--- src/hdl/bfsp_pkg.sv ---
// Package with the shared widths, register indexes and types of the shortest-path block.
package bfsp_pkg;

  // Field widths fixed by the channel and register definitions.
  localparam int VID_W      = 6;
  localparam int WIN_W      = 16;
  localparam int DIST_W     = 32;
  localparam int VCNT_W     = 7;
  localparam int CFG_IDX_W  = 1;
  localparam int CFG_DATA_W = 7;

  // Configuration register indexes.
  localparam logic [CFG_IDX_W-1:0] REG_VERTEX_COUNT  = 1'b0;
  localparam logic [CFG_IDX_W-1:0] REG_SOURCE_VERTEX = 1'b1;

  // One entry of the vertex state memory.
  typedef struct packed {
    logic signed [DIST_W-1:0] path_len;
    logic                     reach;
    logic                     has_par;
    logic [VID_W-1:0]         par;
  } vtx_entry_t;

  // Outcome of trying one edge.
  typedef struct packed {
    logic                     improve;
    logic signed [DIST_W-1:0] sum;
  } relax_res_t;

endpackage

--- src/hdl/bfsp_relax.sv ---
// Relaxation datapath: saturating distance sum and strict-less improvement test.
module bfsp_relax #(
  parameter int WEIGHT_BITS = 16
) (
  input  logic [bfsp_pkg::VID_W-1:0]  from_v,
  input  logic [bfsp_pkg::VID_W-1:0]  to_v,
  input  logic signed [WEIGHT_BITS-1:0] weight,
  input  bfsp_pkg::vtx_entry_t        from_e,
  input  bfsp_pkg::vtx_entry_t        to_e,
  input  logic [bfsp_pkg::VCNT_W-1:0] n,
  output bfsp_pkg::relax_res_t        res
);

  localparam int SW = bfsp_pkg::DIST_W + 1;

  logic signed [SW-1:0]                  wide_sum;
  logic signed [bfsp_pkg::DIST_W-1:0]    sat_sum;
  logic                                  in_range;

  // Sum one bit wider than a distance, then clamp on overflow.
  always_comb begin
    wide_sum = {from_e.path_len[bfsp_pkg::DIST_W-1], from_e.path_len}
             + {{(SW-WEIGHT_BITS){weight[WEIGHT_BITS-1]}}, weight};
    if (wide_sum[SW-1] != wide_sum[SW-2]) begin
      sat_sum = wide_sum[SW-1] ? {1'b1, {(bfsp_pkg::DIST_W-1){1'b0}}}
                               : {1'b0, {(bfsp_pkg::DIST_W-1){1'b1}}};
    end else begin
      sat_sum = wide_sum[bfsp_pkg::DIST_W-1:0];
    end
  end

  // Both endpoints must lie inside the graph in use.
  assign in_range = ({1'b0, from_v} < n) && ({1'b0, to_v} < n);

  assign res.sum     = sat_sum;
  assign res.improve = in_range && from_e.reach &&
                       (!to_e.reach || ($signed(sat_sum) < $signed(to_e.path_len)));

endmodule

--- config.mk ---
export PLATFORM = sky130hd
export DESIGN_NAME = bfsp_relax
export DESIGN_NICKNAME = d
export VERILOG_FILES = /design/src/hdl/bfsp_pkg.sv /design/src/hdl/bfsp_relax.sv
export SDC_FILE = /design/constraint.sdc
export NUM_CORES = 1
export LEC_CHECK = 0
export BUFFER_PORTS_ARGS = -buffer_cell sky130_fd_sc_hd__buf_2
export CAP_MARGIN = 5
export CORE_MARGIN = 2
export CORE_UTILIZATION = 53
export DETAILED_ROUTE_END_ITERATION = 16
export GPL_ROUTABILITY_DRIVEN = 0
export PLACE_DENSITY = 0.95
export SLEW_MARGIN = 20
export SYNTH_ARGS = -nofsm -noshare
export SYNTH_HDL_FRONTEND = slang
export SYNTH_SLANG_ARGS = --single-unit
--- constraint.sdc ---
create_clock -name vclk -period 9.4
set_clock_uncertainty 0.15 [all_clocks]
set_input_delay 0.47 -clock vclk [all_inputs]
set_output_delay 0.47 -clock vclk [all_outputs]
set_load 0.005 [all_outputs]
==> metrics.txt <==
Worst Hold Depth 3; Detail Route Antenna Nets 0; Synth area leader ha_1; CP peak stage delay 460 ps; share of layout cells above drive strength 1 25.6%; number of port buffers 134; Initial Util 55.5%; setup violators final 0; Synth area leaders ha_1, a21oi_1, a21o_1; WL met1 3820 µm; most frequent cells in the layout buf_2, ha_1, a21oi_1; Met2 Routed Length 4720 µm; crit path cell chain buf_2 -> ha_1 -> nand4_2 -> nor3_1 -> or3_1 -> or4_4 -> a41oi_2 -> a41oi_2 -> or2_0 -> mux2i_2 -> buf_4 -> a21oi_1 -> ha_1 -> nor2b_1 -> o21ai_0 -> a21oi_1 -> o21a_1 -> o21ai_0 -> nand4_1 -> or3_1 -> a31oi_1 -> buf_2; crit path max fanout 20; highest metal layer with signal wires met4; setup tns final 0 ps; synthesis-to-finish area growth 23.8%; largest net degree at the start of global routing 23; Placement Rows 27; commonest non-fill, non-tap cell in the layout buf_2; vias in the first global route 3607; DP HPWL 8010 µm; Leak Pwr 0.00211 µW; Crit Path Category in -> out; vias after detailed routing 3819; first-pass GRT wire length 15600 µm; Mapped Nets 629; Non-Filler Instances 638; filler cell count 477; fin. max-slew vios 0; Synth top area share 29.3%; initial antenna violation count 0; sequential cells 0; min Tclk post-route 6640 ps; GRT Overall Usage 28.9%; grt total ovfl 0; warning count from the yosys run 0; HP Class in -> out; Post-CTS Setup Bufs 0; CP max-delay cell mux2i_2; Max Cap Viol 0; final wirelength 9460 µm; Crit. End Element output pin; Post-CTS Resized 0; Place WS 2560 ps; Power Dens Cells 94.3 nW/µm²; Fin. Hold Viols 0; FMAX 0.151 GHz; DRC Markers 0; die span in x 80.1 µm; Max-slew headroom 52.7%; fin util 68.7%; share of the clock period used by the worst path 70.6%; DRT iter0 DRCs 232; I/O pin cnt 148; CORE AREA 5540 µm²; number of distinct library cells after synthesis 54; die area 6420 µm²; Die Y-Extent 80.1 µm; Post-Syn Area 3070 µm²; Vias/cell 5.99; Peak VDD IR 0.0535 mV; DR WL met3 612 µm; crit start category input port; n_diodes 0; clock buf count 0; Pwr Total 359 µW; Register Area 0 µm²; routed length per placed instance 14.8 µm; Gate Count Post-Synth 441; Mean Syn Cell Area 6.97 µm²; Layout Nets 756; CP Data Arrival Time 6020 ps; worst endpoint required time 8780 ps; sequential area share after synthesis 0%; Worst-Margin Slew 700 ps; RSZ-0062 raised after global routing no; cts-stage hold buffer count 0; Final WS setup 2760 ps; DRT Pass-1 Iters 5; status complete, no violations; Post-Place Cells 638
==> worst max-delay path, delay by kind of cell <==
kind                       cells  cell delay (ps)
adders and majority gates      2              710
buffers and inverters          3              810
AOI/OAI and AO/OA              8             1540
muxes                          1              460
and+or+nand+nor                8             2000
==> path summary, 6_finish.rpt <==
| kind | start | end | slack, ps |
|---|---|---|---|
| setup / recovery | weight[15] | res[32] | 2760 |
| hold / removal | to_e[7] | res[32] | 1040 |
==> routing by layer <==
| layer | vias to the layer above | global-route usage (%) |
|---|---|---|
| li1 | 1876 | - |
| met1 | 1730 | 33.8 |
| met2 | 185 | 54.3 |
| met3 | 28 | 2.47 |
| met4 | 0 | 9.83 |
| met5 | - | 0 |
==> stage by stage <==
step / area [µm²] / hold slack, ps
floorplan: 3070 / 858
CTS: 3800 / 1040
finish: 3800 / 1040
global route: 3800 / 1080
detailed placement: 3800 / 1040
global placement: 3800 / 1040
==> layout make-up <==
class / instances / area, µm² / share of cell area [%]
tap: 72 / 90.1 / 2.37
timing repair buffer: 135 / 678 / 17.8
multi-input combinational: 381 / 2850 / 74.9
inverter: 50 / 188 / 4.93
==> cell usage after synthesis, types with 2 or more instances <==
cell type,n
o21ai_0,29
a211o_1,2
nand3_1,14
and2_1,4
inv_1,50
o31ai_1,3
a41oi_2,2
a21oi_1,65
a31oi_1,7
o211ai_1,5
ha_1,72
and3_1,2
nor2_1,19
a21boi_0,4
nand2b_1,5
a211oi_1,5
a21o_1,28
or2b_1,2
and4_1,3
o21a_1,6
nand2_1,28
xor2_1,17
or3_1,5
nor3_1,5
nand4_1,8
buf_2,5
nor2b_1,8
xnor2_1,9
or4_1,2
clkbuf_1,3
==> power by group <==
part / internal [µW] / leakage (µW) / switching [µW]
clock network: 0 / 0 / 0
logic: 159 / 0.00211 / 200
registers: 0 / 0 / 0
total: 159 / 0.00211 / 200
==> logic make-up (layout without fill, tap and decap cells) <==
group	count (synthesis)	count (layout)	synth area share [%]
compound gates	170	170	34.8
xor+xnor	27	27	8.31
fa+ha+maj	74	74	30.3
buf+inv	60	185	7.90
mux	1	1	0.326
simple gates	109	109	18.4
(Power assumes the default switching activity.)
