## src/hdl/bfsp_pkg.sv

```systemverilog
// Package with the shared widths, register indexes and types of the shortest-path block.
package bfsp_pkg;

  // Field widths fixed by the channel and register definitions.
  localparam int VID_W      = 6;
  localparam int WIN_W      = 16;
  localparam int DIST_W     = 32;
  localparam int VCNT_W     = 7;
  localparam int CFG_IDX_W  = 1;
  localparam int CFG_DATA_W = 7;

  // Configuration register indexes.
  localparam logic [CFG_IDX_W-1:0] REG_VERTEX_COUNT  = 1'b0;
  localparam logic [CFG_IDX_W-1:0] REG_SOURCE_VERTEX = 1'b1;

  // One entry of the vertex state memory.
  typedef struct packed {
    logic signed [DIST_W-1:0] path_len;
    logic                     reach;
    logic                     has_par;
    logic [VID_W-1:0]         par;
  } vtx_entry_t;

  // Outcome of trying one edge.
  typedef struct packed {
    logic                     improve;
    logic signed [DIST_W-1:0] sum;
  } relax_res_t;

endpackage

```

## src/hdl/bfsp_vtx_ram.sv

```systemverilog
// Vertex state memory: one write port, two read ports with registered read data.
module bfsp_vtx_ram #(
  parameter int DEPTH = 64,
  parameter int AW    = 6
) (
  input  logic                 clk,
  input  logic                 we,
  input  logic [AW-1:0]        waddr,
  input  bfsp_pkg::vtx_entry_t wdata,
  input  logic [AW-1:0]        raddr_a,
  input  logic [AW-1:0]        raddr_b,
  output bfsp_pkg::vtx_entry_t rdata_a,
  output bfsp_pkg::vtx_entry_t rdata_b
);

  bfsp_pkg::vtx_entry_t mem [DEPTH];
  bfsp_pkg::vtx_entry_t rdata_a_r;
  bfsp_pkg::vtx_entry_t rdata_b_r;

  // Write and both registered reads.
  always_ff @(posedge clk) begin
    if (we) begin
      mem[waddr] <= wdata;
    end
    rdata_a_r <= mem[raddr_a];
    rdata_b_r <= mem[raddr_b];
  end

  assign rdata_a = rdata_a_r;
  assign rdata_b = rdata_b_r;

endmodule

```

## config.mk

```make
export PLATFORM = sky130hd
export DESIGN_NAME = bfsp_vtx_ram
export DESIGN_NICKNAME = d
export VERILOG_FILES = /design/src/hdl/bfsp_pkg.sv /design/src/hdl/bfsp_vtx_ram.sv
export SDC_FILE = /design/constraint.sdc
export NUM_CORES = 2
export LEC_CHECK = 0
export BUFFER_PORTS_ARGS = -buffer_cell sky130_fd_sc_hd__buf_2
export CORE_ASPECT_RATIO = 1.75
export CORE_MARGIN = 2
export CORE_UTILIZATION = 63
export DETAILED_ROUTE_END_ITERATION = 12
export PLACE_DENSITY = 0.8
export REMOVE_ABC_BUFFERS = 1
export SETUP_SLACK_MARGIN = 0.15
export SLEW_MARGIN = 20
export SYNTH_ARGS = -nofsm -noshare
export SYNTH_HDL_FRONTEND = slang
export SYNTH_SLANG_ARGS = --single-unit
```

## constraint.sdc

```tcl
create_clock -name clk -period 4.1 [get_ports clk]
set_input_delay 0 -clock clk [delete_from_list [all_inputs] [get_ports clk]]
set_output_delay 0 -clock clk [all_outputs]
set_load 0.02 [all_outputs]
```

==> results.toml <==
[grt]
grt_first_pass_wirelength_um = 532000
grt_pass1_vias = 70492
antenna_found_initial = 16
grt_max_degree = 79
overflow = 0
grt_usage_pct = 39.8

[setup_path]
r2r_slack_ns = 1.54
worstPathRequired_ns = 4.59
r2r_end = "rdata_b[4]$_DFF_P_"
endpoint_kind = "flop"
ff2ff_path_depth = 6
start_kind = "primary input"
crit-reg2reg-launch = "mem[21][4]$_DFFE_PP_"
critPathMaxFanout = 7
worstSetupPathType = "in2reg"
arrival_ns = 3.55

[route]
wire_per_inst_um = 45.0
drc_errors = 0
vias = 68742
wirelength_um = 379000
first_pass_iters = 5
viasPerCell = 8.15
drt_iter0_drc = 12049
drtAntennaViolNets = 0

[floorplan]
initial_core_util_pct = 63.3
die_area_um2 = 193000
die_h_um = 580
rows = 211
core_area_um2 = 189000
dieWidth_um = 333
top_level_ports = 140

[sta]
slew_viol_final = 0
relSlewSlack_pct = 15.3
fin_tns_setup_ns = 0
clock.fmax_mhz = 328
hold_ws_ns = 0.0379
hold_viol = 0
fin_worst_skew_ns = 0.0404
min_period_over_period_pct = 74.4
worstMarginPinSlew_ns = 1.27
rsz0062_at_grt = "no"
fin_crit_ns = 3.05
setup_violations = 0
worst_slack_ns = 1.05

[synthesis]
syn_area_um2 = 120000
synth_cell_types = 37
synthAdderAreaFrac_pct = 0
synth_top_family_by_area = "multiplexers"
synth_simple_gate_area_share_pct = 1.46
avgSynthCellArea_um2 = 21.7
ys_seq_area_share_pct = 65.7
yosys_warnings = 0
synthXorXnorAreaFrac_pct = 0
synth_compound_area_share_pct = 1.85
synth_edf_count = 2560
yosys_most_used_dff = "edfxtp_1"
synth-seq-cells = 2640
synth.most_common_cell = "edfxtp_1"
synthMuxAreaShare_pct = 29.3
netlist_top_cells_area = "edfxtp_1, mux4_2, mux2i_1"
synth_top_area_cell = "edfxtp_1"
netlist_instances = 5502
ys_top_cells_by_count = "edfxtp_1, mux4_2, nand2_1, mux2i_1, clkbuf_1"
synth-async-reset-ratio_pct = 0
synth_top_area_share_pct = 64.3

[hold_path]
worstHoldStart = "waddr[4]"
whs_path_depth = 3
whs_endpoint = "mem[51][29]$_DFFE_PP_"
hold_path_class = "in2reg"

[power]
total_power_mw = 58.8
pwr_density_cell_nw_per_um2 = 439
p_leak_nw = 42.2
ir_worst_vdd_mv = 0.395

[cells_and_area]
area.growth.synth_to_final_pct = 12.0
drive_above_1_share_pct = 39.8
nets = 5841
utilization_pct = 70.9

[cts]
cts_made_buffers = 227
cts_setup_buffers = 0
cts_tree = "yes"
clk_latency_ns = 0.89
cts_sinks = 2640
clk_path_buf_depth = 4
htreeDepth = 4
path_clk_slew_ns = 0.07
cts-root-buf = "clkbuf_16"

[place]
place_congestion = 0.876
port_buffers = 139
dp_hpwl_um = 212000
pre_cts_ws_ns = 1.24

[run_status]
status = "completed"

[job]
cap_violations = 0
==> final cells by class <==
| class | instances | area [µm²] |
|---|---|---|
| Antenna cell | 12 | 30.0 |
| Clock buffer | 280 | 6180 |
| Tap cell | 2449 | 3060 |
| Clock inverter | 138 | 2030 |
| Inverter | 1 | 8.76 |
| Timing Repair Buffer | 486 | 4560 |
| Multi-Input combinational cell | 2425 | 39500 |
| Fill cell | 10384 | 54900 |
| Sequential cell | 2640 | 78500 |
==> kinds of logic after synthesis <==
logic type             after synthesis
AO/OA/AOI/OAI                      316
buffers and inverters              437
flip-flops                        2640
multiplexers                      1698
AND/OR/NAND/NOR                    411
==> sequential cells by signal (all words and copies together) (netlist names) <==
signal / cells
rdata_a: 40
rdata_b: 40
mem: 2560
==> critical path, stage by stage <==
cell	delay [ns]
dlygate4sd3_1	0.56
buf_2	0.18
nand4_1	0.35
dlygate4sd3_1	0.74
nor2_4	0.41
dlygate4sd3_1	1.30
==> timing repair <==
action	4_1_cts	5_1_grt
hold buffers	59	1
setup endpoints to repair	0	0
endpoints found under the hold margin	2714	1
gates resized for setup	0	0
==> cell usage in the layout (no fill, tap or decap), drive strengths merged, types with 10 or more instances in the layout <==
cell,instances
o22ai,35
diode,12
a32oi,31
a221o,16
a21oi,73
mux2i,192
a22oi,32
dlygate4sd3,60
bufinv,51
nand2,197
a22o,16
dfxtp,80
nor2b,36
buf,426
clkinvlp,16
clkinv,66
edfxtp,2560
o21ai,22
mux4,1436
o211ai,35
nor2,115
a211oi,20
nand3,36
clkbuf,280
mux2,70
a31oi,10
o221ai,16
==> worst max-delay path by stage <==
stage,start,end,cells after the start
after global placement,raddr_a[0],rdata_a[33]$_DFF_P_,6
after floorplan,waddr[5],mem[48][0]$_DFFE_PP_,3
after global routing,we,mem[55][6]$_DFFE_PP_,6
after detailed placement,raddr_b[0],rdata_b[38]$_DFF_P_,9
after CTS,waddr[0],mem[55][6]$_DFFE_PP_,6
final,we,mem[55][6]$_DFFE_PP_,6
==> report_power, final <==
group / internal [mW] / leakage, nW / switching [mW]
logic: 2.07 / 14.5 / 2.77
registers: 29.9 / 23.7 / 0.192
clock network: 13.9 / 3.99 / 9.94
==> routing by layer <==
layer | part of all wire, % | GRT usage, % | vias to the layer above | routed length, µm
met3 | 14 | 9.87 | 1775 | 52900
li1 | - | - | 24757 | -
met1 | 29 | 48.7 | 35482 | 109000
met2 | 48 | 62.2 | 6712 | 182000
met5 | 0.050 | 0 | - | 188
met4 | 9.5 | 29.8 | 16 | 36000
==> per-stage QoR <==
step	cells	instance area (µm²)
2_1_floorplan	5066	117000
3_3_place_gp	7937	125000
3_5_place_dp	7937	125000
4_1_cts	8414	134000
5_1_grt	8422	134000
6_report	8431	134000
(Power assumes the default switching activity.)
